## config.mk

```make
export PLATFORM = sky130hd
export DESIGN_NAME = mchs_front
export DESIGN_NICKNAME = d
export VERILOG_FILES = /design/src/hdl/mchs_pkg.sv /design/src/hdl/mchs_front.sv
export SDC_FILE = /design/constraint.sdc
export NUM_CORES = 2
export LEC_CHECK = 0
export ABC_AREA = 1
export BUFFER_PORTS_ARGS = -buffer_cell sky130_fd_sc_hd__buf_2
export CAP_MARGIN = 30
export CORE_ASPECT_RATIO = 1.5
export CORE_MARGIN = 3
export CORE_UTILIZATION = 45
export CTS_BUF_LIST = sky130_fd_sc_hd__clkbuf_16
export CTS_CLUSTER_DIAMETER = 120
export CTS_CLUSTER_SIZE = 8
export DETAILED_ROUTE_END_ITERATION = 10
export GPL_ROUTABILITY_DRIVEN = 0
export SYNTH_ARGS = -nofsm -noshare
export SYNTH_HDL_FRONTEND = slang
export SYNTH_SLANG_ARGS = --single-unit
```

## constraint.sdc

```tcl
create_clock -name clk -period 9.7 [get_ports clk]
set_input_delay 1.94 -clock clk [delete_from_list [all_inputs] [get_ports clk]]
set_output_delay 1.94 -clock clk [all_outputs]
set_load 0.05 [all_outputs]
```

## src/hdl/mchs_pkg.sv

```systemverilog
// ----------------------------------------------------------------------------
// mchs_pkg: shared definitions for the cell hop selector
// Mixing constants, configuration register indexes, move codes and the
// status word that the item queue reports to the top level and the back end.
// ----------------------------------------------------------------------------
`default_nettype none

package mchs_pkg;

  localparam int DRAW_BITS_DEF  = 53;
  localparam int FLUX_WIDTH_DEF = 32;
  localparam int QUEUE_DEPTH    = 4;

  localparam logic [63:0] GOLDEN_GAMMA = 64'h9e3779b97f4a7c15;
  localparam logic [63:0] MIX_C1       = 64'hbf58476d1ce4e5b9;
  localparam logic [63:0] MIX_C2       = 64'h94d049bb133111eb;
  localparam logic [63:0] TAG_MULT     = 64'hd2b74407b1ce6e93;
  localparam logic [63:0] MOVE_DRAW_ID = 64'd0;
  localparam logic [63:0] DRAW_TERM    = 64'(MOVE_DRAW_ID * MIX_C2);

  typedef enum logic [1:0] {
    CFG_RANDOM_SEED = 2'd0,
    CFG_STEP_CYCLE  = 2'd1,
    CFG_DIMENSIONS  = 2'd2
  } cfg_index_t;

  typedef enum logic [2:0] {
    MOVE_NONE    = 3'd0,
    MOVE_X1_DOWN = 3'd1,
    MOVE_X1_UP   = 3'd2,
    MOVE_X2_DOWN = 3'd3,
    MOVE_X2_UP   = 3'd4,
    MOVE_X3_DOWN = 3'd5,
    MOVE_X3_UP   = 3'd6
  } move_code_t;

  typedef struct packed {
    logic empty;
    logic nearly_full;
  } q_status_t;

endpackage

`default_nettype wire

```

## src/hdl/mchs_front.sv

```systemverilog
// ----------------------------------------------------------------------------
// mchs_front: configuration registers and item intake
// Registers each particle, forms the outgoing face fluxes and the partial
// products of the draw key, then builds the key and cumulative fluxes
// that are written into the item queue.
// ----------------------------------------------------------------------------
`default_nettype none

module mchs_front
  import mchs_pkg::*;
#(
  parameter int FLUX_WIDTH = FLUX_WIDTH_DEF,
  parameter int CUM_WIDTH  = FLUX_WIDTH + 3,
  parameter int ENTRY_W    = 64 + FLUX_WIDTH + 6 * CUM_WIDTH + 1
) (
  input  wire logic                  clk,
  input  wire logic                  rst_n,
  input  wire logic                  cfg_we,
  input  wire logic [1:0]            cfg_index,
  input  wire logic [63:0]           cfg_data,
  input  wire logic                  take,
  input  wire logic [30:0]           in_particle_tag,
  input  wire logic                  in_active,
  input  wire logic [FLUX_WIDTH-1:0] in_cell_mass,
  input  wire logic [FLUX_WIDTH-1:0] in_flux_x1_low,
  input  wire logic [FLUX_WIDTH-1:0] in_flux_x1_high,
  input  wire logic [FLUX_WIDTH-1:0] in_flux_x2_low,
  input  wire logic [FLUX_WIDTH-1:0] in_flux_x2_high,
  input  wire logic [FLUX_WIDTH-1:0] in_flux_x3_low,
  input  wire logic [FLUX_WIDTH-1:0] in_flux_x3_high,
  output logic                       push,
  output logic [ENTRY_W-1:0]         push_data
);

  logic [63:0] seed_r;
  logic [30:0] step_cycle_r;
  logic [1:0]  dims_r;

  logic                       vld_r;
  logic [62:0]                tag_pp0_r;
  logic [31:0]                tag_pp1_r;
  logic [62:0]                cyc_pp0_r;
  logic [31:0]                cyc_pp1_r;
  logic [FLUX_WIDTH-1:0]      mass_r;
  logic                       no_move_r;
  logic [5:0][FLUX_WIDTH-1:0] outg_r;

  logic [5:0][FLUX_WIDTH-1:0] flux_in;
  logic [5:0][FLUX_WIDTH-1:0] outg_nxt;
  logic                       ax2_on;
  logic                       ax3_on;
  logic [5:0][CUM_WIDTH-1:0]  cum;
  logic [63:0]                key;

  always_ff @(posedge clk) begin
    if (!rst_n) begin
      seed_r       <= '0;
      step_cycle_r <= '0;
      dims_r       <= 2'd1;
    end else if (cfg_we) begin
      case (cfg_index)
        CFG_RANDOM_SEED: seed_r       <= cfg_data;
        CFG_STEP_CYCLE:  step_cycle_r <= cfg_data[30:0];
        CFG_DIMENSIONS:  dims_r       <= cfg_data[1:0];
        default: ;
      endcase
    end
  end

  // A dimensions value of zero behaves as one: the x1 axis is always on.
  assign ax2_on = (dims_r == 2'd2) || (dims_r == 2'd3);
  assign ax3_on = (dims_r == 2'd3);

  assign flux_in[0] = in_flux_x1_low;
  assign flux_in[1] = in_flux_x1_high;
  assign flux_in[2] = in_flux_x2_low;
  assign flux_in[3] = in_flux_x2_high;
  assign flux_in[4] = in_flux_x3_low;
  assign flux_in[5] = in_flux_x3_high;

  // Low faces lose mass through a negative flux, high faces through a
  // positive one.
  always_comb begin
    for (int i = 0; i < 6; i++) begin
      if (i % 2 == 0) begin
        outg_nxt[i] = flux_in[i][FLUX_WIDTH-1] ? (~flux_in[i] + 1'b1) : '0;
      end else begin
        outg_nxt[i] = flux_in[i][FLUX_WIDTH-1] ? '0 : flux_in[i];
      end
    end
    if (!ax2_on) begin
      outg_nxt[2] = '0;
      outg_nxt[3] = '0;
    end
    if (!ax3_on) begin
      outg_nxt[4] = '0;
      outg_nxt[5] = '0;
    end
  end

  always_ff @(posedge clk) begin
    if (!rst_n) begin
      vld_r <= 1'b0;
    end else begin
      vld_r <= take;
    end
  end

  always_ff @(posedge clk) begin
    tag_pp0_r <= in_particle_tag * TAG_MULT[31:0];
    tag_pp1_r <= in_particle_tag * TAG_MULT[63:32];
    cyc_pp0_r <= step_cycle_r * GOLDEN_GAMMA[31:0];
    cyc_pp1_r <= step_cycle_r * GOLDEN_GAMMA[63:32];
    mass_r    <= in_cell_mass;
    no_move_r <= !in_active || (in_cell_mass == '0);
    outg_r    <= outg_nxt;
  end

  always_comb begin
    key = seed_r
        ^ (64'(tag_pp0_r) + {tag_pp1_r, 32'd0})
        ^ (64'(cyc_pp0_r) + {cyc_pp1_r, 32'd0})
        ^ DRAW_TERM;
    cum[0] = CUM_WIDTH'(outg_r[0]);
    for (int i = 1; i < 6; i++) begin
      cum[i] = cum[i-1] + CUM_WIDTH'(outg_r[i]);
    end
  end

  assign push      = vld_r;
  assign push_data = {key, mass_r, cum, no_move_r};

endmodule

`default_nettype wire

```

* After elaboration in Yosys (flattened, before gate mapping)
Index checks and enable logic that the tools add are counted.
Storage, ports and cells: output and inout port bits 308, bits of input ports 326, logic and storage cells 56, flip-flop bits (word level) 512
Cells by class: eq/ne operators 4, bitwise gates (word level) 7, $add $sub $neg 10, multipliers 4, reductions and logical operators 12
Operators by type and width (count):
- $xor A64 B64 Y64 | 2
- $add A32 B1 Y32 const B | 3
- $not A32 Y32 | 3
- $add A35 B32 Y35 | 2
- $add A62 B64 Y64 | 1
- $add A63 B64 Y64 | 1
- $mul A31 B32 Y32 const B | 2
- $mul A31 B32 Y63 const B | 1
- $mul A31 B31 Y62 const B | 1
- $add A34 B32 Y35 | 1
- $add A33 B32 Y34 | 1
- $add A32 B32 Y33 | 1
- $logic_not A32 Y1 | 1
- $reduce_and A2 Y1 | 5
- $eq A2 B2 Y1 const B | 3
- $reduce_or A2 Y1 | 2
- $eq A2 B1 Y1 const B | 1
- $logic_not A2 Y1 | 1
- $logic_or A1 B1 Y1 | 2
- $not A1 Y1 | 2
- $logic_not A1 Y1 | 1

* Depth between registers and ports, before layout
depth after elaboration 5, mapped depth 48, mapped depth without buffers 48

* Worst setup path after synthesis
OpenSTA, ideal clock, no wires.
path kind flip-flop to output port, start reg outg_r, in the netlist push_data[3], end out push_data[208], stages on the path, launching flop included 41, required time 7.760 ns, path buffers 0, arrival 10.379 ns, setup slack -2.619 ns, cells stage by stage dfxtp_1 > ha_1 > a21oi_1 > nand2_1 > a21boi_0 > o21ai_0 > nand2_1 > nand2_1 > a21boi_0 > o21ai_0 > xor2_1 > ha_1 > nand2_1 > nor3_1 > nand2_1 > nand2_1 > a21oi_1 > o211a_1 > (+5 left out) > a21oi_1 > xor2_1 > ha_1 > nand2_1 > or4_1 > o21ai_0 > a21oi_1 > xnor2_1 > ha_1 > nand2_1 > nor2_1 > inv_1 > nor2_1 > nor4_1 > nand2_1 > nand3_1 > nand2_1 > xor2_1
On the way: longest elaborated chain between the ends 5
Ends and longest elaborated chain:
- start, declared | RTL line mchs_front.sv:46 | logic [5:0][FLUX_WIDTH-1:0] outg_r;
- start signal, assigned | RTL line mchs_front.sv:116 | outg_r <= outg_nxt;
- $add A32 B32 Y33 | RTL line mchs_front.sv:126 | cum[i] = cum[i-1] + CUM_WIDTH'(outg_r[i]);
- net push_data[51] | RTL line mchs_front.sv:32 | output logic [ENTRY_W-1:0] push_data
- $add A33 B32 Y34 | RTL line mchs_front.sv:126
- net push_data[93] | RTL line mchs_front.sv:32
- $add A34 B32 Y35 | RTL line mchs_front.sv:126
- net push_data[129] | RTL line mchs_front.sv:32
- $add A35 B32 Y35 | RTL line mchs_front.sv:126
- net push_data[170] | RTL line mchs_front.sv:32
- $add A35 B32 Y35 | RTL line mchs_front.sv:126
- end, declared | RTL line mchs_front.sv:32
The timed path passes the listed nets, and every way through them passes these cells.

* Worst setup path after layout
start reg outg_r, in the netlist push_data[1], end out push_data[206]
On the way: longest elaborated chain between the ends 5
Ends and longest elaborated chain (RTL line):
- $add A32 B32 Y33 | mchs_front.sv:126
- $add A33 B32 Y34 | mchs_front.sv:126
- $add A34 B32 Y35 | mchs_front.sv:126
- $add A35 B32 Y35 (2 in series) | mchs_front.sv:126
Every way passes these cells.

==> impl_metrics.yaml <==
logic_synthesis:
  synthMuxAreaShare: 0
  synthFlopType: "dfxtp_1"
  yosys_warnings: 0
  async_flop_share: 0
  syn_avg_cell_area_um2: 8.599
  ys_ff_latch: 505
  synth_edf_count: 0
  synth-xor-area-share: 0.06343
  synth_top_family_by_area: "adder cells"
  synth_compound_area_frac: 0.08508
  syn_inst: 8818
  synth_cell_types: 59
  post-synth-top-count-cell: "inv_1"
  yosysTopAreaCell: "fa_1"
  syn_area_mm2: 0.07583
  synth_seq_area_share: 0.1333
  synth_fa_ha_area_frac: 0.4926
  synth_area_leaders: "fa_1 (29%), ha_1 (21%), dfxtp_1 (13%)"
  yosys.area_share.simple: 0.1145
  synthTopCellsByCount: "inv_1 (2,116), ha_1 (1,246), fa_1 (1,087)"
  synth.top_cell.area_share: 0.2870
timing:
  finalSetupViolations: 8
  skew_ps: 45.91
  fin_ws_ps: -188.3
  finalSetupTns_ps: -905.9
  fin_hold_ws_ps: 494.3
  period_needed_ps: 9888
  fmax_mhz: 101.1
  finalCritPeriodShare: 1.019
  rsz0062_at_grt: "yes"
  max_slew.worst_pin.slew_ps: 1059
  hold_viol: 0
  relSlewSlack: 0.2916
  maxSlewViolCount: 0
clock_network:
  clk_pin_slew_ps: 60
  clock_sinks: 505
  clk_latency_ps: 700
  cts_root_buffer: "clkbuf_16"
  cts_tree: "done"
  hold_buffers: 0
  clock_path_buffers: 3
  h-tree-depth: 3
  cts_buffers: 74
placement:
  portBuffers: 626
  place_inst: 11830
  placed_cell_area_mm2: 0.08591
  dp_hpwl_um: 262800
finish:
  design_area_mm2: 0.09033
  drive_gt1_frac: 0.1608
  final_cells: 12020
  nets: 12440
  syn2layout_area_growth_pct: 19.12
global_routing:
  grt_pass1_wl_um: 437500
  grt_antenna_before_repair: 20
  grt_pass1_vias: 69150
  grt-ovfl-total: 0
  gr-usage-all-layers: 0.3441
  grt_start_max_net_pins: 70
routing:
  drt_iter0_markers: 4388
  wirelength_um: 300100
  avgRoutedWirePerCell_um: 24.98
  wl_met1_um: 105200
  vias_per_cell: 5.390
  vias: 64760
  dr_wl_met2_um: 140600
  drc: 0
  firstDrtPassIters: 5
  ant_nets: 0
  top_layer: "met5"
  met3WireLength_um: 22310
die:
  dieArea_mm2: 0.1736
  design.core.area_mm2: 0.1667
  die_h_um: 508.8
  start_util: 0.4549
  io_pins: 634
  die_w_um: 341.2
  num_rows: 183
outcome:
  outcome: "complete, but fails checks"
  violations: "setup timing"
setup_path:
  cp.arrival_ps: 7950
  worst-endpoint-required_ps: 7760
  cp_max_fo: 5
  critPathSlowestCell: "or4_4"
  regToRegStartpoint: "step_cycle_r[14]"
  crit_path_start_kind: "flip-flop"
  crit_type: "flip-flop to primary output"
  crit_path_end_kind: "primary output"
  critPathLaunch: "push_data[1]"
  worst_path_largest_cell_delay_ps: 550
hold_path:
  hold_start: "seed_r[63]"
  hold_path.class: "flip-flop to flip-flop"
job:
  cap_violations: 0
==> state kept, by name, summed over array words and instances (netlist names) <==
signal	flops
outg_r	157
seed_r	64
tag_pp0_r	61
cyc_pp0_r	60
cyc_pp1_r	32
mass_r	32
push_data	32
tag_pp1_r	32
step_cycle_r	31
dims_r	2
no_move_r	1
push	1
==> worst max-delay path: cells and delay by family, from the launching register on <==
family | cells | cell delay [ps]
compound gates | 8 | 1450
xor+xnor | 5 | 810
fa+ha+maj | 6 | 1620
buf+inv | 8 | 1080
flops | 1 | 330
simple gates | 15 | 1940
==> kinds of logic (layout without fill, tap and decap cells) <==
logic type      after synthesis  after routing
simple gates               2071           2071
xor+xnor                    546            546
flops                       505            505
buf+inv                    2204           3166
other cells                   1             16
fa+ha+maj                  2333           2333
compound gates             1158           1158
==> per-stage QoR <==
| step | util | setup WS [ps] |
|---|---|---|
| after floorplan | - | -234.4 |
| after global placement | 0.5154 | 87.37 |
| after detailed placement | 0.5154 | 63.27 |
| after CTS | 0.5352 | -178.9 |
| after global routing | 0.5418 | -573.5 |
| final | 0.5419 | -188.3 |
==> final timing paths <==
check,slack (ps),endpoint,depth (start not counted)
worst max-delay path,-190,push_data[206],42
worst min-delay path,490,seed_r[63],2
worst max register to register,1220,cyc_pp0_r[51],21
worst min register to register,490,seed_r[63],2
==> cell type report <==
class                           instances  area, µm²
Fill cell                           15580      76360
Multi-Input combinational cell       6115      61460
Sequential cell                       505      10110
Inverter                             2117       7949
Timing Repair Buffer                  966       5988
Tap cell                             2220       2778
Clock buffer                           74       1852
Clock inverter                          9      167.7
Antenna cell                            9      22.52
==> cells in the final DEF (no fill, tap or decap), drive strengths merged, types with 18 or more instances in the layout <==
cell type	Yosys	layout
a21oi	510	510
nor3	73	73
o211ai	18	18
xnor2	242	242
buf	42	961
a21boi	21	21
a31oi	71	71
nand4	46	46
nand2	979	979
o21bai	42	42
fa	1087	1087
or2	19	19
inv	2117	2119
nand3	157	157
ha	1246	1246
nor4	56	56
clkbuf	45	79
nor2	696	696
dfxtp	505	505
xor2	302	302
o21ai	370	370
a21o	56	56
==> layer usage <==
| metal | vias up | track usage |
|---|---|---|
| met4 | 10 | 0.2921 |
| met5 | - | 0 |
| met3 | 1074 | 0.06758 |
| met2 | 2988 | 0.5732 |
| li1 | 29380 | - |
| met1 | 31310 | 0.3768 |
==> timing repair <==
| action | in CTS | in global routing |
|---|---|---|
| pin swaps | 117 | 146 |
| setup buffers | 50 | 42 |
| setup endpoints to repair | 22 | 23 |
| resized for setup | 204 | 176 |
Power is left out: the tool's default activity adds up to more than one toggle a clock period on the data nets, which glitch-free logic cannot reach.
