`src/hdl/mchs_pkg.sv`:
```
// ----------------------------------------------------------------------------
// mchs_pkg: shared definitions for the cell hop selector
// Mixing constants, configuration register indexes, move codes and the
// status word that the item queue reports to the top level and the back end.
// ----------------------------------------------------------------------------
`default_nettype none

package mchs_pkg;

  localparam int DRAW_BITS_DEF  = 53;
  localparam int FLUX_WIDTH_DEF = 32;
  localparam int QUEUE_DEPTH    = 4;

  localparam logic [63:0] GOLDEN_GAMMA = 64'h9e3779b97f4a7c15;
  localparam logic [63:0] MIX_C1       = 64'hbf58476d1ce4e5b9;
  localparam logic [63:0] MIX_C2       = 64'h94d049bb133111eb;
  localparam logic [63:0] TAG_MULT     = 64'hd2b74407b1ce6e93;
  localparam logic [63:0] MOVE_DRAW_ID = 64'd0;
  localparam logic [63:0] DRAW_TERM    = 64'(MOVE_DRAW_ID * MIX_C2);

  typedef enum logic [1:0] {
    CFG_RANDOM_SEED = 2'd0,
    CFG_STEP_CYCLE  = 2'd1,
    CFG_DIMENSIONS  = 2'd2
  } cfg_index_t;

  typedef enum logic [2:0] {
    MOVE_NONE    = 3'd0,
    MOVE_X1_DOWN = 3'd1,
    MOVE_X1_UP   = 3'd2,
    MOVE_X2_DOWN = 3'd3,
    MOVE_X2_UP   = 3'd4,
    MOVE_X3_DOWN = 3'd5,
    MOVE_X3_UP   = 3'd6
  } move_code_t;

  typedef struct packed {
    logic empty;
    logic nearly_full;
  } q_status_t;

endpackage

`default_nettype wire

```
`src/hdl/mchs_queue.sv`:
```
// ----------------------------------------------------------------------------
// mchs_queue: short item queue between front end and back end
// A small circular buffer of prepared items. It reports empty and a
// nearly-full level that leaves room for the item still in the front end.
// ----------------------------------------------------------------------------
`default_nettype none

module mchs_queue
  import mchs_pkg::*;
#(
  parameter int WIDTH = 64,
  parameter int DEPTH = QUEUE_DEPTH
) (
  input  wire logic             clk,
  input  wire logic             rst_n,
  input  wire logic             push,
  input  wire logic [WIDTH-1:0] push_data,
  input  wire logic             pop,
  output logic [WIDTH-1:0]      pop_data,
  output q_status_t             status
);

  localparam int PTR_W = $clog2(DEPTH);
  localparam int CNT_W = $clog2(DEPTH + 1);

  logic [WIDTH-1:0] mem [DEPTH];
  logic [PTR_W-1:0] wr_ptr_r;
  logic [PTR_W-1:0] rd_ptr_r;
  logic [CNT_W-1:0] count_r;
  logic             do_pop;

  assign do_pop = pop && (count_r != '0);

  always_ff @(posedge clk) begin
    if (push) begin
      mem[wr_ptr_r] <= push_data;
    end
  end

  always_ff @(posedge clk) begin
    if (!rst_n) begin
      wr_ptr_r <= '0;
      rd_ptr_r <= '0;
      count_r  <= '0;
    end else begin
      if (push) begin
        wr_ptr_r <= (wr_ptr_r == PTR_W'(DEPTH - 1)) ? '0 : wr_ptr_r + 1'b1;
      end
      if (do_pop) begin
        rd_ptr_r <= (rd_ptr_r == PTR_W'(DEPTH - 1)) ? '0 : rd_ptr_r + 1'b1;
      end
      if (push && !do_pop) begin
        count_r <= count_r + 1'b1;
      end else if (do_pop && !push) begin
        count_r <= count_r - 1'b1;
      end
    end
  end

  assign pop_data           = mem[rd_ptr_r];
  assign status.empty       = (count_r == '0);
  assign status.nearly_full = (count_r >= CNT_W'(DEPTH - 1));

  a_no_overflow: assert property (@(posedge clk) disable iff (!rst_n)
    !(push && !do_pop && (count_r == CNT_W'(DEPTH))))
    else $error("item queue written while full");

endmodule

`default_nettype wire

```
`config.mk`:
```
export PLATFORM = sky130hd
export DESIGN_NAME = mchs_queue
export DESIGN_NICKNAME = d
export VERILOG_FILES = /design/src/hdl/mchs_pkg.sv /design/src/hdl/mchs_queue.sv
export SDC_FILE = /design/constraint.sdc
export NUM_CORES = 1
export LEC_CHECK = 0
export ABC_AREA = 1
export BUFFER_PORTS_ARGS = -buffer_cell sky130_fd_sc_hd__buf_2
export CELL_PAD_IN_SITES_DETAIL_PLACEMENT = 1
export CELL_PAD_IN_SITES_GLOBAL_PLACEMENT = 2
export CORE_ASPECT_RATIO = 0.75
export CORE_MARGIN = 4
export CORE_UTILIZATION = 43
export DETAILED_ROUTE_END_ITERATION = 10
export PLACE_DENSITY = 0.81
export SKIP_LAST_GASP = 1
export SLEW_MARGIN = 0
export SYNTH_ARGS = -nofsm -noshare
export SYNTH_HDL_FRONTEND = slang
export SYNTH_SLANG_ARGS = --single-unit
```
`constraint.sdc`:
```
create_clock -name clk -period 6.75 [get_ports clk]
set_clock_uncertainty 0.2 [all_clocks]
set_input_delay 0.675 -clock clk [delete_from_list [all_inputs] [get_ports clk]]
set_output_delay 0.675 -clock clk [all_outputs]
set_load 0.02 [all_outputs]
```
* Word-level counts from Yosys, hierarchy flattened
Memories as Yosys holds them, arrays and structs flattened. A register that Yosys moved wholly into a read port is not among the register bits.
Index checks and enable logic that the tools add are counted.
** Word-level totals
- Register bits :: 7
- Bits in writable memories :: 256
- Output and inout bits :: 66
- Word-level logic and storage cells :: 27
- Memories kept :: 1
** Operators by class
- $add $sub $neg :: 4
- $lt $le $gt $ge :: 1
- Equal/unequal tests :: 2
- Mux-type cells :: 8
- Reduce and logical (&&, ||, !) cells :: 8
** Memories
- mem :: words 4, width 64, read ports 1, clocked after Yosys merged registers in 1, write ports 1, RTL line mchs_queue.sv:26 : logic [WIDTH-1:0] mem [DEPTH];
** Operator list (count)
- $mux W2 :: 4
- $mux W3 :: 2
- $add A2 B1 Y2 const B :: 2
- $eq A2 B2 Y1 const B :: 2
- $add A3 B1 Y3 const B :: 1
- $ge A3 B2 Y1 const B :: 1
- $logic_and A1 B1 Y1 :: 3
- $logic_not A3 Y1 :: 1
- $reduce_bool A3 Y1 :: 1
- $sub A3 B1 Y3 const B :: 1
- $logic_not A1 Y1 :: 2
- $mux W1 :: 2
- $reduce_bool A2 Y1 :: 1

* Longest topological paths before layout
Gate-level depths: netlist (run 1).
- Word-level depth :: 5
- Depth in mapped cells :: 12

* Worst setup path after synthesis (run 1)
Ideal clock, no wire load.
- Path type :: input-to-reg
- Start point :: input push
- End point :: memory mem[3][0], enable pin
- Arrival time :: 1.955 ns
- Setup slack :: 4.177 ns
- Stages on the path :: 2
- Path buffers :: 0
- Cells stage by stage :: nand2_1 -> inv_1
** Between the ends
- Longest elaborated chain between the ends :: 2
** RTL lines
- from (decl) :: RTL line mchs_queue.sv:16 : input wire logic push,
- $mux W1 :: RTL line mchs_queue.sv:35 : if (push) begin
- $mux W1 (not written as such) :: RTL line mchs_queue.sv:36 : mem[wr_ptr_r] <= push_data;
- to (decl) :: RTL line mchs_queue.sv:26
Every way passes these cells.

==> results of run 1 <==
[worst min-delay path by stage]
stage,to,start,depth (start not counted)
2_1_floorplan,count_r[0]$_SDFFE_PN0P_,count_r[0]$_SDFFE_PN0P_,1
3_3_place_gp,count_r[0]$_SDFFE_PN0P_,count_r[0]$_SDFFE_PN0P_,1
3_5_place_dp,count_r[0]$_SDFFE_PN0P_,count_r[0]$_SDFFE_PN0P_,1
4_1_cts,mem[3][10]$_DFFE_PP_,push_data[10],1
5_1_grt,mem[0][10]$_DFFE_PP_,push_data[10],1
6_report,mem[1][61]$_DFFE_PP_,push_data[61],1
[final cells by class]
type / count / area, um2
Fill cell: 2278 / 10900
Sequential cell: 265 / 7870
Tap cell: 294 / 368
Clock buffer: 38 / 727
Antenna cell: 2 / 5.00
Timing Repair Buffer: 141 / 726
Inverter: 17 / 66.3
Clock inverter: 10 / 45.0
Multi-Input combinational cell: 359 / 1760
[layer usage]
| metal | vias to the layer above | track usage (%) | share of wire [%] |
|---|---|---|---|
| li1 | 2818 | - | - |
| met1 | 3156 | 24.4 | 43 |
| met2 | 172 | 30.7 | 49 |
| met3 | 41 | 3.76 | 6.4 |
| met4 | 6 | 3.89 | 2.0 |
| met5 | - | 0 | 0.13 |
[critical path, delay by kind of cell (launching register included)]
family	cells	cell delay, ns
flops	1	0.47
buf+inv	3	1.49
simple gates	1	0.10
compound gates	1	0.35
[power by group through the flow]
stage	combinational (mW)	sequential, mW	clock (mW)
finish	1.07	1.94	1.33
global route	1.17	1.95	1.44
CTS	1.08	1.94	1.36
detailed placement	1.08	1.97	0
global placement	1.04	1.97	0
floorplan	0.741	1.95	0
[cells in the final DEF (no fill, tap or decap)]
master,Yosys,layout
edfxtp_1,256,256
nor2_1,134,134
buf_2,7,133
o21ai_0,76,76
o22ai_1,64,64
o21ai_1,56,56
clkbuf_16,0,27
nand2_1,13,13
inv_1,15,11
clkbuf_1,14,10
buf_4,3,8
dfxtp_1,9,7
ha_1,6,6
clkinv_2,0,6
inv_2,0,5
a21oi_1,5,5
clkinv_1,1,4
diode_2,0,2
inv_4,1,1
o211a_1,1,1
nand3b_1,1,1
nand3_1,1,1
nand4_1,1,1
fa_1,1,1
dfxtp_4,0,1
dfxtp_2,0,1
clkbuf_8,0,1
[cells by family after synthesis]
family                     count (synthesis)  share of synthesized area [%]
AOI/OAI and AO/OA                        202                           11.0
adders and majority gates                  7                          0.953
buffers and inverters                     58                           3.50
DFF                                      265                           78.8
and+or+nand+nor                          150                           5.72
[through the flow]
step / total power, mW / instances / util, % / setup slack [ns] / cell area (um2)
6_report: 4.33 / 1126 / 51.5 / 2.90 / 11600
4_1_cts: 4.38 / 1124 / 51.5 / 2.87 / 11600
5_1_grt: 4.55 / 1125 / 51.5 / 2.73 / 11600
3_5_place_dp: 3.05 / 1076 / 48.1 / 3.44 / 10800
2_1_floorplan: 2.69 / 682 / - / 4.18 / 9980
3_3_place_gp: 3.01 / 1076 / 48.1 / 3.52 / 10800
[flip-flops by register name (all words and copies together), names as in the netlist, named ones only]
register / count
mem: 256
count_r: 3
rd_ptr_r: 2
wr_ptr_r: 2
[cell usage after synthesis]
cell | number | area, um2
clkbuf_2 | 3 | 15.0
dfxtp_1 | 9 | 180
nand3_1 | 1 | 5.00
o211a_1 | 1 | 10.0
inv_4 | 1 | 6.26
a21oi_1 | 5 | 25.0
clkinv_1 | 1 | 3.75
buf_2 | 7 | 35.0
edfxtp_1 | 256 | 7690
o22ai_1 | 64 | 400
nand2_1 | 13 | 48.8
clkbuf_1 | 14 | 52.6
ha_1 | 6 | 75.1
o21ai_1 | 56 | 280
buf_6 | 14 | 158
nor2_1 | 134 | 503
nand3b_1 | 1 | 7.51
buf_4 | 3 | 22.5
inv_1 | 15 | 56.3
nand4_1 | 1 | 6.26
fa_1 | 1 | 20.0
o21ai_0 | 76 | 380
==> flow_summary.yaml, run 1 <==
routing:
  dr.pass1.iters: 6
  wl_um: 23800
  via_per_inst: 5.50
  routedWlPerCell_um: 21.2
  ant_nets: 0
  drt_iter0_drc: 438
  post-route-drc-count: 0
  route.vias.total: 6193
finish:
  finalNetCount: 886
  area_growth_pct: 16.0
  drive_gt1_share_pct: 22.0
sta:
  rsz0062_at_grt: "false"
  hold_viol: 0
  hold_ws_ns: 0.165
  slew_headroom_pct: 30.6
  fin_tns_setup_ns: 0
  finalCriticalPeriod_ns: 3.85
  tightestPinTransition_ns: 1.04
  max_freq_mhz: 259
  setup_viol: 0
  drv_slew: 0
  finalCritPeriodShare_pct: 57.1
clock_tree:
  cts_resized: 0
  htree_num_levels: 1
  clk_latency_ns: 0.53
  clock_path_buffers: 3
  cts_inserted_buffers: 27
  cts_root_buf: "clkbuf_16"
  cts_hold_buf: 0
  cts_tree: "built"
  post-cts-setup-buffers: 0
  cts_num_sinks: 265
  clkSlewWorstSetupHoldPaths_ns: 0.06
placement:
  port_buffers: 133
  gp_congestion: 0.678
  hpwl_um: 13600
synthesis:
  synth_cells: 682
  synth_cell_types: 22
  yosys_warnings: 0
  syn_area_um2: 9980
  synth_nets: 757
  synth_seq_area_share_pct: 78.8
  avgSynthCellArea_um2: 14.6
  synth_seq_cells: 265
worst_setup_path:
  reg2reg_slack_ns: 4.61
  worst_path_max_delay_cell: "buf_4"
  required_ns: 5.88
  r2r_start: "wr_ptr_r[0]$_SDFFE_PN0P_"
  crit_fanout: 66
  setup.worst_path.end_class: "output port"
  startpoint_type: "flop"
  crit_type: "flop to output port"
  worstPathCellList: "inv_4 > buf_4 > nor2_1 > o22ai_1 > buf_2"
  r2r_end: "mem[0][18]$_DFFE_PP_"
  arrival_ns: 2.98
  slowest_delay_ns: 0.71
  worst-r2r-cell-count: 5
  endpoint: "pop_data[54]"
global_route:
  grt_max_degree: 93
  overflow: 0
  antenna_found_initial: 4
  grt_usage_pct: 18.1
  grt_pass1_wl_um: 37000
  grt_pass1_vias: 6601
job:
  max_cap_viol_count: 0
floorplan:
  dieHeight_um: 140
  start_util_pct: 44.4
  die_x_um: 184
  core-area_um2: 22500
  row_count: 47
  die_area_um2: 25700
  io_pins: 134
power:
  ir_worst_vdd_mv: 0.306
  leakagePower_nw: 4.08
  pwr-share-clk_pct: 30.7
  sw_frac_of_total_pct: 32.0
  p_seq_share_pct: 44.7
  p_int_mw: 2.94
  power.density_nw_per_um2: 374
  comb_power_share_pct: 24.6
  p_switching_mw: 1.39
run_status:
  status: "completed"
hold_path:
  hold_path.class: "input port to flop"
Power figures use the tool's default switching activity.
==> run 2: changes to the inputs <==
--- a/config.mk
+++ b/config.mk
@@ -11,9 +11,9 @@
 export CELL_PAD_IN_SITES_GLOBAL_PLACEMENT = 2
 export CORE_ASPECT_RATIO = 0.75
 export CORE_MARGIN = 4
-export CORE_UTILIZATION = 43
+export CORE_UTILIZATION = 36
 export DETAILED_ROUTE_END_ITERATION = 10
-export PLACE_DENSITY = 0.81
+export PLACE_DENSITY = 0.72
 export SKIP_LAST_GASP = 1
 export SLEW_MARGIN = 0
 export SYNTH_ARGS = -nofsm -noshare
==> constraint.sdc (replaced) <==
create_clock -name clk -period 3.25 [get_ports clk]
set_clock_uncertainty 0.2 [all_clocks]
set_input_delay 0.325 -clock clk [delete_from_list [all_inputs] [get_ports clk]]
set_output_delay 0.325 -clock clk [all_outputs]
set_load 0.02 [all_outputs]
==> run 2 against run 1 <==
Worst setup slack worse by 2.5 ns. Combinational power is 120% higher. Largest power group unchanged. Die area is 18% higher. Critical path depth is 1 lower. Largest cell class unchanged. Sequential power is 110% higher. Final cell count is 11% higher. Flip-flop and latch count stayed put. Non-clock buffer count is 71 higher. Sequential share of layout area is 4.7 points lower. Power is 110% higher. Clock power is 110% higher. Global-route usage is 2.4 points lower.
==> flow_summary.yaml, run 2 (synthesis gave the netlist of run 1 again) <==
hold_path:
  hold_path.class: "flop to flop"
clock_tree:
  clk_latency_ns: 0.51
  cts_num_sinks: 265
  post-cts-setup-buffers: 0
  clkSlewWorstSetupHoldPaths_ns: 0.06
  clock_path_buffers: 3
  cts_tree: "built"
  cts_root_buf: "clkbuf_16"
  cts_inserted_buffers: 27
  cts_resized: 0
  htree_num_levels: 1
sta:
  finalCriticalPeriod_ns: 2.82
  rsz0062_at_grt: "false"
  hold_viol: 0
  slew_headroom_pct: 50.9
  setup_slack_ns: 0.429
  tightestPinTransition_ns: 0.737
  setup_viol: 0
  max_freq_mhz: 354
  fin_tns_setup_ns: 0
  finalCritPeriodShare_pct: 86.8
  drv_slew: 0
  hold_ws_ns: 0.331
floorplan:
  dieHeight_um: 152
  start_util_pct: 36.8
  row_count: 52
  die_area_um2: 30500
  io_pins: 134
  core-area_um2: 27100
  die_x_um: 200
power:
  ir_worst_vdd_mv: 0.371
  p_seq_share_pct: 44.0
  sw_frac_of_total_pct: 31.8
  pwr-share-clk_pct: 30.4
  power.density_nw_per_um2: 734
  p_int_mw: 6.22
  leakagePower_nw: 4.41
  comb_power_share_pct: 25.6
  p_switching_mw: 2.91
global_route:
  overflow: 0
  grt_max_degree: 79
  grt_usage_pct: 15.7
  antenna_found_initial: 0
  grt_pass1_wl_um: 38800
  grt_pass1_vias: 6896
finish:
  area_growth_pct: 24.6
  n_fill_cell: 2753
  finalNetCount: 957
  layout_common_cells: "256 x edfxtp_1, 134 x nor2_1, 133 x buf_2, 76 x o21ai_0, 67 x dlygate4sd3_1"
  design_area_um2: 12400
  largest-register: "mem"
  largestRegisters: "mem (256), count_r (3)"
  largest_reg_flops: 256
  mostFrequentLayoutCell: "edfxtp_1"
  drive_gt1_share_pct: 20.8
worst_setup_path:
  crit_fanout: 40
  arrival_ns: 2.30
  crit_type: "flop to output port"
  required_ns: 2.72
  startpoint_type: "flop"
  setup.worst_path.end_class: "output port"
placement:
  hpwl_um: 14000
  port_buffers: 133
  preCtsSetupSlack_ns: 0.933
  gp_congestion: 0.710
  place_area_um2: 11000
routing:
  post-route-drc-count: 0
  via_per_inst: 5.08
  route.vias.total: 6367
  drt_iter0_drc: 287
  ant_nets: 0
  dr.pass1.iters: 4
  routedWlPerCell_um: 19.4
  wl_um: 24300
job:
  max_cap_viol_count: 0
run_status:
  status: "completed"
run 2: changes by cell type in the layout (fill, tap and decap cells not counted), sizes merged:
cell         before  now
buf             141  145
clkinvlp          0    1
dlygate4sd3       0   67
clkinv           10   11
diode             2    1
clkbuf           38   37
run 2: final cells by class:
cell class              count  area [um2]  share of cell area, %
multi-input cells         359        1760                   14.2
clock buffers              37         733                   5.90
clock inverters            12        58.8                  0.473
flip-flops and latches    265        7870                   63.3
repair buffers            212        1500                   12.1
well taps                 351         439                   3.53
inverters                  17        66.3                  0.533
diodes                      1        2.50                 0.0201
run 2: worst paths after layout:
| check | startpoint | cells after the start | endpoint | slack, ns |
|---|---|---|---|---|
| setup / recovery | flop | 4 | pop_data[56] | 0.43 |
| hold / removal | count_r[1]$_SDFFE_PN0P_ | 2 | count_r[1]$_SDFFE_PN0P_ | 0.33 |
| setup reg to reg | count_r[0]$_SDFFE_PN0P_ | 12 | count_r[2]$_SDFFE_PN0P_ | 1.21 |
| hold reg to reg | count_r[1]$_SDFFE_PN0P_ | 2 | count_r[1]$_SDFFE_PN0P_ | 0.33 |
run 2: per-stage QoR:
stage | instances | util (%) | power [mW]
3_3_place_gp | 1137 | 40.4 | 6.32
3_5_place_dp | 1137 | 40.4 | 6.41
4_1_cts | 1253 | 45.8 | 9.28
2_1_floorplan | 682 | - | 5.59
5_1_grt | 1253 | 45.8 | 9.64
6_report | 1254 | 45.8 | 9.13
run 2: timing repair:
action,in CTS,in global routing
hold buffers,67,0
endpoints found under the setup margin,0,0
hold endpoints to repair,265,0
run 2: worst max-delay path: stages, from the launching register on:
cell	delay [ns]
dfxtp_4	0.59
buf_4	0.45
o21ai_0	0.17
o22ai_1	0.32
buf_2	0.23
run 2: power groups by stage:
stage	sequential (mW)	clock, mW	combinational [mW]
after floorplan	4.05	0	1.54
after global placement	4.08	0	2.24
after detailed placement	4.09	0	2.31
after CTS	4.02	2.87	2.39
after global routing	4.04	3.02	2.58
final	4.02	2.78	2.34
run 2: routing by layer:
layer,vias to the layer above,track usage (%),routed length [um]
met2,124,27.2,12000
met1,3247,21.2,10900
met4,0,2.65,389
met5,-,0,0
met3,33,3.09,1060
li1,2963,-,-
==> run 3: changes to the inputs <==
--- a/config.mk
+++ b/config.mk
@@ -11,9 +11,9 @@
 export CELL_PAD_IN_SITES_GLOBAL_PLACEMENT = 2
 export CORE_ASPECT_RATIO = 0.75
 export CORE_MARGIN = 4
-export CORE_UTILIZATION = 36
+export CORE_UTILIZATION = 40
 export DETAILED_ROUTE_END_ITERATION = 10
-export PLACE_DENSITY = 0.72
+export PLACE_DENSITY = 0.76
 export SKIP_LAST_GASP = 1
 export SLEW_MARGIN = 0
 export SYNTH_ARGS = -nofsm -noshare
==> constraint.sdc (replaced) <==
create_clock -name clk -period 2.9 [get_ports clk]
set_clock_uncertainty 0.2 [all_clocks]
set_input_delay 0.29 -clock clk [delete_from_list [all_inputs] [get_ports clk]]
set_output_delay 0.29 -clock clk [all_outputs]
set_load 0.02 [all_outputs]
==> run 3 against run 2 <==
Via count shrank 0.16%. Routed wire length down 0.25%. Non-clock buffer count did not move. Flip-flop and latch count is the same. Worst hold slack worse by 0.016 ns.
==> flow_summary.yaml, run 3 (synthesis gave the netlist of run 1 again) <==
routing:
  via_per_inst: 5.16
  routedWlPerCell_um: 19.7
  ant_nets: 0
  post-route-drc-count: 0
  wl_um: 24300
  route.vias.total: 6357
  dr.pass1.iters: 4
  drt_iter0_drc: 505
placement:
  gp_congestion: 0.729
  hpwl_um: 13800
  preCtsSetupSlack_ns: 0.734
  port_buffers: 133
  place_area_um2: 11000
finish:
  mostFrequentLayoutCell: "edfxtp_1"
  fin_util_pct: 51.2
  layout_common_cells: "256 x edfxtp_1, 134 x nor2_1, 133 x buf_2, 76 x o21ai_0, 67 x dlygate4sd3_1"
  finalNetCount: 957
  largest-register: "mem"
  drive_gt1_share_pct: 20.4
  area_growth_pct: 24.6
  largestRegisters: "mem (256), count_r (3)"
  design_area_um2: 12400
  largest_reg_flops: 256
clock_tree:
  htree_num_levels: 1
  cts_tree: "built"
  post-cts-setup-buffers: 0
  clk_latency_ns: 0.52
  cts_inserted_buffers: 27
  clock_path_buffers: 3
  cts_hold_buf: 67
  cts_num_sinks: 265
  cts_resized: 0
  cts_root_buf: "clkbuf_16"
  clkSlewWorstSetupHoldPaths_ns: 0.06
sta:
  finalCritPeriodShare_pct: 94.0
  max_freq_mhz: 367
  setup_viol: 0
  setup_slack_ns: 0.175
  fin_tns_setup_ns: 0
  tightestPinTransition_ns: 0.543
  finalCriticalPeriod_ns: 2.72
  drv_slew: 0
  slew_headroom_pct: 63.8
  rsz0062_at_grt: "false"
  hold_viol: 0
floorplan:
  io_pins: 134
  dieHeight_um: 145
  start_util_pct: 41.1
  die_x_um: 190
  row_count: 49
  die_area_um2: 27600
  core-area_um2: 24300
power:
  ir_worst_vdd_mv: 0.434
  comb_power_share_pct: 25.7
  p_switching_mw: 3.24
  finalPower_mw: 10.3
  p_seq_share_pct: 43.6
  pwr-share-clk_pct: 30.6
  sw_frac_of_total_pct: 31.5
  power.density_nw_per_um2: 828
  p_int_mw: 7.05
  leakagePower_nw: 4.41
global_route:
  grt_pass1_wl_um: 37700
  antenna_found_initial: 1
  grt_max_degree: 129
  grt_usage_pct: 17.4
  overflow: 0
  grt_pass1_vias: 6832
worst_setup_path:
  cp_top_family: "buffers and inverters"
  worst_path_max_delay_cell: "dfxtp_2"
  crit_fanout: 30
  required_ns: 2.41
  arrival_ns: 2.23
  path_buf_inv: 2
  crit_type: "flop to output port"
  worstPathCellList: "buf_4 > o21ai_0 > o22ai_1 > buf_2"
  setup.worst_path.end_class: "output port"
  slowest_delay_ns: 0.56
  startpoint_type: "flop"
run_status:
  status: "completed"
hold_path:
  hold_path.class: "input port to flop"
job:
  max_cap_viol_count: 0
==> run 3: cell type report <==
type	instances	area [um2]
Antenna cell	1	2.50
Clock buffer	39	731
Clock inverter	7	53.8
Fill cell	2425	11900
Inverter	17	66.3
Multi-Input combinational cell	359	1760
Sequential cell	265	7870
Tap cell	331	414
Timing Repair Buffer	212	1530
==> run 3: power by group through the flow <==
| stage | registers, mW | logic, mW | clock network (mW) |
|---|---|---|---|
| floorplan | 4.54 | 1.72 | 0 |
| CTS | 4.49 | 2.69 | 3.23 |
| global placement | 4.56 | 2.53 | 0 |
| finish | 4.49 | 2.65 | 3.15 |
| global route | 4.51 | 2.90 | 3.40 |
| detailed placement | 4.57 | 2.61 | 0 |
==> run 3: final timing paths <==
kind | start | to | slack (ns) | cells after the start
worst min register to register | count_r[0]$_SDFFE_PN0P_ | count_r[0]$_SDFFE_PN0P_ | 0.33 | 1
worst max register to register | count_r[0]$_SDFFE_PN0P_ | count_r[2]$_SDFFE_PN0P_ | 0.84 | 12
worst max-delay path | flop | pop_data[19] | 0.18 | 4
worst min-delay path | push_data[47] | mem[0][47]$_DFFE_PP_ | 0.31 | 2
==> run 3: per-layer routing <==
layer  wire [um]  part of all wire (%)  global-route usage [%]
met2       11800                    48                    30.3
met5           0                     0                       0
met1       11100                    46                    23.9
met4         341                   1.4                    3.02
met3        1100                   4.5                    2.76
==> run 3: metrics by stage <==
| step | hold WS (ns) | std cells |
|---|---|---|
| after floorplan | 0.189 | 682 |
| after global placement | 0.284 | 1117 |
| after detailed placement | 0.309 | 1117 |
| after CTS | 0.292 | 1230 |
| after global routing | 0.316 | 1231 |
| final | 0.314 | 1231 |
